--- src/hw/rtl/lwf_ram.sv ---
// Generic single-write, single-read RAM with a registered read port.
module lwf_ram #(
    parameter int WIDTH = 8,
    parameter int DEPTH = 16
) (
    input  logic                                      clk,
    input  logic                                      wr_en,
    input  logic [((DEPTH > 1) ? $clog2(DEPTH) : 1)-1:0] wr_addr,
    input  logic [WIDTH-1:0]                          wr_data,
    input  logic                                      rd_en,
    input  logic [((DEPTH > 1) ? $clog2(DEPTH) : 1)-1:0] rd_addr,
    output logic [WIDTH-1:0]                          rd_data
);

    logic [WIDTH-1:0] mem [DEPTH];

    // Write port.
    always_ff @(posedge clk)
    begin
        if (wr_en)
        begin
            mem[wr_addr] <= wr_data;
        end
    end

    // Read port, registered.
    always_ff @(posedge clk)
    begin
        if (rd_en)
        begin
            rd_data <= mem[rd_addr];
        end
    end

endmodule

--- config.mk ---
export PLATFORM = sky130hd
export DESIGN_NAME = lwf_ram
export DESIGN_NICKNAME = d
export VERILOG_FILES = /design/src/hw/rtl/lwf_ram.sv
export SDC_FILE = /design/constraint.sdc
export NUM_CORES = 1
export LEC_CHECK = 0
export ABC_AREA = 1
export BUFFER_PORTS_ARGS = -buffer_cell sky130_fd_sc_hd__buf_2
export CORE_ASPECT_RATIO = 1.5
export CORE_MARGIN = 1
export CORE_UTILIZATION = 25
export CTS_BUF_LIST = sky130_fd_sc_hd__clkbuf_16
export DETAILED_ROUTE_END_ITERATION = 12
export HOLD_SLACK_MARGIN = 0.03
export REMOVE_ABC_BUFFERS = 1
export SLEW_MARGIN = 10
export SYNTH_ARGS = -nofsm -noshare
export SYNTH_HDL_FRONTEND = slang
export SYNTH_SLANG_ARGS = --single-unit
--- constraint.sdc ---
create_clock -name clk -period 1.1 [get_ports clk]
set_input_delay 0.11 -clock clk [delete_from_list [all_inputs] [get_ports clk]]
set_output_delay 0.11 -clock clk [all_outputs]
set_load 0.01 [all_outputs]
==> results.toml <==
[status]
outcome = "finished with violations"
violations = "setup timing"

[power]
power_mw = 12.0
leakagePower_nw = 3.06
p_comb_share_pct = 6.5
pwr-share-clk_pct = 44.5
ir_worst_vdd_mv = 1.12
power.density_nw_per_um2 = 1670
seq_power_share_pct = 48.9
p_switching_mw = 2.60
internal-power_mw = 9.40
swShare_pct = 21.7

[placed_design]
gp_congestion = 0.774
hpwl_um = 8990
placed_area_um2 = 6490
portBuffers = 26

[worst_setup_path]
crit_fanout = 1
critPathKind = "register to output port"
cp.arrival_ns = 1.00
max_stage_delay_ns = 0.44
cp_cell_sequence = "buf_6"
cp_num_buf_inv = 1
cp_top_family = "flip-flops"
start_kind = "register"
cp-end-kind = "output port"
cp_slowest_cell = "edfxtp_1"
required_ns = 0.99

[flow_run]
max_cap_violations = 0

[global_route]
grt_overflow = 0
grt_max_degree = 40
grt_pass1_vias = 3843
antenna_found_initial = 0
grt_pass1_wl_um = 20900
grtUsageTotal_pct = 11.7

[route]
final_antenna_net_count = 0
routedWlPerCell_um = 14.8
dr_wl_met2_um = 7220
drc = 0
route.met3.wl_um = 533
drtIter0Drc = 300
wirelength_um = 13300
vias = 3794
drt_pre_antenna_iters = 4
met1_length_um = 5290
top_layer_used = "met4"
viasPerCell = 4.22

[clock_tree]
cts.hold.buffers_added = 0
cts.reportedPaths.clkPinSlew_ns = 0.06
cts_buffers = 17
cts_root_buf = "clkbuf_16"
clkSinkCount = 136
post_cts_buffers = 0
clockBufferDepth = 2
cts.htree.levels = 4
cts_tree = "built"
clock_latency_ns = 0.40

[finish]
final_nets = 625
fillers = 2326
design_area_um2 = 7190
final_util_pct = 31.3
diodes = 0
drive_gt1_share_pct = 18.9
area_delta_synth_final_pct = 23.0

[sta]
fin_hold_ws_ns = 0.0728
fin_crit_sh_pct = 101
rsz0062_at_grt = "yes"
finalSetupViolations = 1
hold_viol_final = 0
finalMaxSlewViolations = 0
worst_slack_ns = -0.00580
fin_worst_skew_ns = 0.00643
worst_pin_slew_ns = 0.409
maxSlewHeadroom_pct = 72.7
min_period_ns = 1.11
fmax_ghz = 0.904

[synthesis]
synth_top_area_cell = "edfxtp_1"
yosys.area.top_type_share_pct = 69.8
ys_types = 11
muxShareOfSynthArea_pct = 0
synth-compound-area-share_pct = 0
syn_avg_cell_area_um2 = 10.6
yosys_warnings = 0
synth-simple-area-share_pct = 20.8
synth_xor_area_share_pct = 0
ys_seq_area_share_pct = 69.8
syn_area_um2 = 5850
synth_top_family_by_area = "simple AND/OR/NAND/NOR gates"
synth-seq-cells = 136
synth_fa_ha_area_share_pct = 0
yosys-top-cells-area = "edfxtp_1, nand2_1, nand3_1, inv_1, buf_6"
syn_inst = 551

[die]
coreArea_um2 = 23000
rows = 68
fp.dieW_um = 127
initial_core_util_pct = 25.5
fp.dieArea_um2 = 24000
io_pins = 27
die_y_um = 189

[min_path]
hold_path.class = "primary input to register"
[per-layer routing]
layer  global-route usage, %  up-vias
li1                        -     1887
met1                    12.8     1807
met2                    21.8       87
met3                    2.23       13
met4                    5.08        0
met5                       0        -
[repair_timing]
item,in CTS,in global routing
pin swaps,0,9
resized for setup,0,28
endpoints found under the setup margin,2,10
[per-stage QoR]
step	std cells	TNS, ns	setup WS, ns
final	898	-0.00580	-0.00580
after floorplan	527	-0.989	-0.131
after global placement	867	-1.36	-0.177
after detailed placement	867	-2.71	-0.178
after CTS	898	-0.112	-0.0589
after global routing	898	-0.180	-0.0625
[Yosys cell counts (all sizes together)]
master	count
nor2	17
nand3b	2
nand3	97
inv	102
edfxtp	136
buf	24
nand2	173
[power by group through the flow]
stage,logic [mW],clock network (mW),registers [mW]
floorplan,0.313,0,5.99
global placement,0.746,0,5.98
detailed placement,0.757,0,5.98
CTS,0.759,5.41,5.88
global route,0.879,5.63,5.88
finish,0.786,5.34,5.87
[cell type report]
class	count	area (um2)	area share, %
inverter	102	383	5.32
multi-input combinational	289	1340	18.6
timing repair buffer	60	473	6.58
clock inverter	14	136	1.90
sequential	136	4080	56.8
tap	280	350	4.87
clock buffer	17	425	5.91
[sequential cells by signal, summed over array words and instances (netlist names)]
signal / cells
mem: 128
rd_data: 8
[logic make-up (layout without fill, tap and decap cells)]
kind of cell | after synthesis | count (layout)
buf+inv | 126 | 193
flops | 136 | 136
simple gates | 289 | 289
[worst paths after layout]
check,start,to,depth (start not counted),slack (ns)
setup / recovery,rd_data[6]$_DFFE_PP_,rd_data[6],1,-0.006
hold / removal,rd_en,rd_data[2]$_DFFE_PP_,1,0.07
setup reg to reg,mem[4][1]$_DFFE_PP_,rd_data[1]$_DFFE_PP_,6,0.05
hold reg to reg,mem[13][5]$_DFFE_PP_,rd_data[5]$_DFFE_PP_,6,0.75
[cells in the final DEF (no fill, tap or decap), drive strengths merged]
cell	n
clkinv	8
buf	60
clkinvlp	3
nand3b	2
nand2	173
bufinv	2
nand3	97
nor2	17
inv	103
edfxtp	136
clkbuf	17
No activity file was read; power rests on OpenSTA's default activity.
