===== config.mk =====
export PLATFORM = sky130hd
export DESIGN_NAME = lwf_dist
export DESIGN_NICKNAME = d
export VERILOG_FILES = /design/src/hw/rtl/lwf_pkg.sv /design/src/hw/rtl/lwf_dist.sv
export SDC_FILE = /design/constraint.sdc
export NUM_CORES = 2
export LEC_CHECK = 0
export ABC_AREA = 1
export BUFFER_PORTS_ARGS = -buffer_cell sky130_fd_sc_hd__buf_2
export CORE_ASPECT_RATIO = 0.75
export CORE_MARGIN = 2
export CORE_UTILIZATION = 65
export CTS_CLUSTER_SIZE = 8
export DETAILED_ROUTE_END_ITERATION = 8
export GPL_ROUTABILITY_DRIVEN = 0
export GPL_TIMING_DRIVEN = 0
export PLACE_DENSITY_LB_ADDON = 0.12
export RECOVER_POWER = 25
export SKIP_CTS_REPAIR_TIMING = 1
export SLEW_MARGIN = 0
export SYNTH_ARGS = -nofsm -noshare
export SYNTH_HDL_FRONTEND = slang
export SYNTH_SLANG_ARGS = --single-unit

===== constraint.sdc =====
create_clock -name clk -period 9.9 [get_ports clk]
set_clock_uncertainty 0.15 [all_clocks]
set_input_delay 0.99 -clock clk [delete_from_list [all_inputs] [get_ports clk]]
set_output_delay 0.99 -clock clk [all_outputs]
set_load 0.005 [all_outputs]

===== src/hw/rtl/lwf_pkg.sv =====
// Shared types and constants of the lookahead waypoint follower.
package lwf_pkg;

    // Table size and the widths that follow from it.
    localparam int MAX_WAYPOINTS = 64;
    localparam int ADDR_W        = (MAX_WAYPOINTS > 1) ? $clog2(MAX_WAYPOINTS) : 1;
    localparam int LEN_W         = $clog2(MAX_WAYPOINTS + 1);

    // Fixed field widths of the channels.
    localparam int OP_W     = 2;
    localparam int SLOT_W   = 6;
    localparam int PLEN_W   = 7;
    localparam int COORD_W  = 32;
    localparam int HEAD_W   = 16;
    localparam int TIDX_W   = 7;
    localparam int RADIUS_W = 31;
    localparam int SQ_W     = 2 * RADIUS_W;

    // Reset value of the lookahead radius, 1.0 in unsigned Q15.16.
    localparam logic [RADIUS_W-1:0] RADIUS_RESET = RADIUS_W'(65536);

    // Command codes.
    typedef enum logic [OP_W-1:0] {
        OP_WRITE  = 2'd0,
        OP_COMMIT = 2'd1,
        OP_POSE   = 2'd2,
        OP_UNUSED = 2'd3
    } op_t;

    // One pose or waypoint: position and heading.
    typedef struct packed {
        logic signed [COORD_W-1:0] x;
        logic signed [COORD_W-1:0] y;
        logic signed [HEAD_W-1:0]  h;
    } pose_t;

    localparam int POSE_W = $bits(pose_t);

endpackage


===== src/hw/rtl/lwf_dist.sv =====
// Two-stage squared-distance compare of two points against the squared radius.
module lwf_dist (
    input  logic                           clk,
    input  lwf_pkg::pose_t                 a,
    input  lwf_pkg::pose_t                 b,
    input  logic [lwf_pkg::SQ_W-1:0]       radius_sq,
    output logic                           lt,
    output logic                           le
);

    logic signed [lwf_pkg::COORD_W:0]   dx;
    logic signed [lwf_pkg::COORD_W:0]   dy;
    logic [lwf_pkg::COORD_W:0]          abs_x;
    logic [lwf_pkg::COORD_W:0]          abs_y;
    logic [lwf_pkg::RADIUS_W-1:0]       ax_reg;
    logic [lwf_pkg::RADIUS_W-1:0]       ay_reg;
    logic                               far_reg;
    logic [lwf_pkg::SQ_W-1:0]           sqx_reg;
    logic [lwf_pkg::SQ_W-1:0]           sqy_reg;
    logic                               far2_reg;
    logic [lwf_pkg::SQ_W:0]             d2;

    // Exact differences and their magnitudes.
    always_comb
    begin
        dx    = $signed({a.x[lwf_pkg::COORD_W-1], a.x}) - $signed({b.x[lwf_pkg::COORD_W-1], b.x});
        dy    = $signed({a.y[lwf_pkg::COORD_W-1], a.y}) - $signed({b.y[lwf_pkg::COORD_W-1], b.y});
        abs_x = dx[lwf_pkg::COORD_W] ? unsigned'(-dx) : unsigned'(dx);
        abs_y = dy[lwf_pkg::COORD_W] ? unsigned'(-dy) : unsigned'(dy);
    end

    // Stage one: magnitudes, and a flag for points beyond any radius.
    always_ff @(posedge clk)
    begin
        ax_reg  <= abs_x[lwf_pkg::RADIUS_W-1:0];
        ay_reg  <= abs_y[lwf_pkg::RADIUS_W-1:0];
        far_reg <= (abs_x[lwf_pkg::COORD_W:lwf_pkg::RADIUS_W] != '0) ||
                   (abs_y[lwf_pkg::COORD_W:lwf_pkg::RADIUS_W] != '0);
    end

    // Stage two: the two squares.
    always_ff @(posedge clk)
    begin
        sqx_reg  <= lwf_pkg::SQ_W'(ax_reg) * lwf_pkg::SQ_W'(ax_reg);
        sqy_reg  <= lwf_pkg::SQ_W'(ay_reg) * lwf_pkg::SQ_W'(ay_reg);
        far2_reg <= far_reg;
    end

    // Sum and compare against the squared radius.
    always_comb
    begin
        d2 = {1'b0, sqx_reg} + {1'b0, sqy_reg};
        lt = !far2_reg && (d2 <  {1'b0, radius_sq});
        le = !far2_reg && (d2 <= {1'b0, radius_sq});
    end

endmodule


==> impl_metrics.toml <==
[cts]
clock_latency_ns = 0.52
clk_pin_slew_ns = 0.07
cts_tree = "yes"
cts_buffers = 17
cts_max_level = 4
cts_root_buf = "clkbuf_16"
clkSinkCount = 186
clk_path_buf_depth = 2

[min_path]
hold-path-cell-count = 0
hold_path.class = "reg -> reg"

[route]
firstDrtPassIters = 9
avgRoutedWirePerCell_um = 21.1
drt_iter0_markers = 6996
viasPerCell = 5.66
wl_um = 229000
postRouteAntennaNets = 0
post-route-drc-count = 10
route.vias.total = 61223

[final_layout]
final_core_util_pct = 68.5
syn2layout_area_growth_pct = 4.71
layout-drive-gt1-share_pct = 3.27
nets = 11797

[setup_path]
timing.critical_path.buf_inv = 7
arrival_ns = 10.53
cpMaxStageDelayCell = "clkdlybuf4s15_1"
crit_path_end_kind = "flop"
path_class = "reg -> reg"
path_depth = 26
critical_path.top_delay_family = "adder cells"
crit_required_ns = 10.20
critPathMaxFanout = 10
worst_path_most_repeated_cell = "fa_1"
rr_worst_depth = 26
slowest_delay_ns = 1.02
crit_path_start_kind = "flop"

[yosys]
synth-seq-cells = 186
synth-edff-count = 0
yosysMostFrequentCell = "inv_1"
ys_warn_count = 0
synth_top_cell_area_share_pct = 41.9
yosysUniqueCellTypes = 56
synth_top_area_cell = "fa_1"
ys_seq_area_share_pct = 5.20
syn-num-nets = 11585
synthCells = 9138
synthArstFlopShare_pct = 0
synth_area_um2 = 71500
yosys-top-cells-area = "fa_1 (42%), inv_1 (15%), ha_1 (13%)"
synth_flop_cell = "dfxtp_1"
syn_avg_cell_area_um2 = 7.83
ys_top_cells_by_count = "inv_1 (2,797), nand2_1 (1,911), fa_1 (1,498)"

[global_routing]
grt_max_degree = 19
grt_first_pass_wirelength_um = 351000
grt_overflow = 0
grt_pass1_vias = 61843
grt_util_all_layers_pct = 41.4
antenna_found_initial = 6

[floorplan]
dieArea_um2 = 113000
core_area_um2 = 109000
ios = 225
fp.dieW_um = 387
fp.dieH_um = 291
initial_core_util_pct = 65.4
rows = 105

[sta]
slew_viol_final = 10
fmax_ghz = 0.0977
tightest_slew_ns = 1.50
setup_slack_ns = -0.337
maxSlewHeadroom_pct = -0.0542
finalCriticalPeriod_ns = 10.24
rsz0062_at_grt = "true"
finalSetupViolCount = 5
hold_viol = 0
fin_crit_sh_pct = 103

[placed_design]
hpwl_um = 199000
io_buffers = 192

[outcome]
status = "finished, violations left"
violations = "design-rule violations, max-capacitance violations, max-slew violations, negative setup slack"

[flow_run]
max_cap_violations = 2
layer usage:
metal	vias to the layer above	part of all wire (%)	global-route usage [%]
met5	-	0.50	5.54
met2	4322	38	54.9
met4	28	3.7	12.7
met1	29209	40	57.6
met3	678	18	21.8
li1	26986	-	-
cells in the final DEF (no fill, tap or decap), types with 8 or more instances in the layout:
cell type	count
nand2_2	20
xor2_1	169
o21ai_0	170
nor3_1	41
nor4_1	19
buf_2	192
o21bai_1	39
o211ai_1	9
inv_1	2799
o21a_1	9
nor2_2	16
dfxtp_1	186
fa_1	1498
nor2_1	439
diode_2	13
clkbuf_16	17
or2_2	10
nand4_1	52
buf_1	19
a21o_1	23
nand3_1	177
o21ai_1	22
a211oi_1	8
clkbuf_1	171
a21oi_1	351
xnor2_1	101
nand3b_1	15
a31oi_1	50
nand2_1	1915
inv_2	9
ha_1	726
and3_1	9
stage by stage:
step / cell area [µm²] / std cells / hold slack, ns / setup WS (ns) / setup TNS [ns]
detailed placement: 74300 / 10774 / 0.168 / 0.350 / 0
global placement: 74300 / 10774 / 0.163 / 0.351 / 0
finish: 74900 / 10820 / 0.182 / -0.337 / -0.745
CTS: 74900 / 10806 / 0.185 / 0.298 / 0
global route: 74900 / 10807 / 0.197 / -0.121 / -0.121
floorplan: 71500 / 9138 / 0.160 / 2.90 / 0
logic make-up after synthesis:
family | share of synthesized area (%)
and+or+nand+nor | 15.5
buffers and inverters | 15.8
DFF | 5.20
xor gates and xnor gates | 3.31
adders and majority gates | 54.6
AOI/OAI and AO/OA | 5.62
path summary, 6_finish.rpt:
| kind | from | to | slack, ns |
|---|---|---|---|
| worst max-delay path | ay_reg[13] | sqy_reg[56] | -0.34 |
| worst min-delay path | far_reg | far2_reg | 0.18 |
| worst max register to register | ay_reg[13] | sqy_reg[56] | -0.34 |
| worst min register to register | far_reg | far2_reg | 0.18 |
layout make-up:
type                    instances  area (µm²)
diodes                         13        32.5
plain buffers                 196         758
clock buffers                  18         439
clock inverters                14         155
fillers                      9379       34400
inverters                    2808       10500
multi-input cells            5948       56500
flip-flops and latches        186        3720
well taps                    1444        1810
repair buffers                193         966
Power is left out: the tool's default activity adds up to more than one toggle a clock period on the data nets, which glitch-free logic cannot reach.
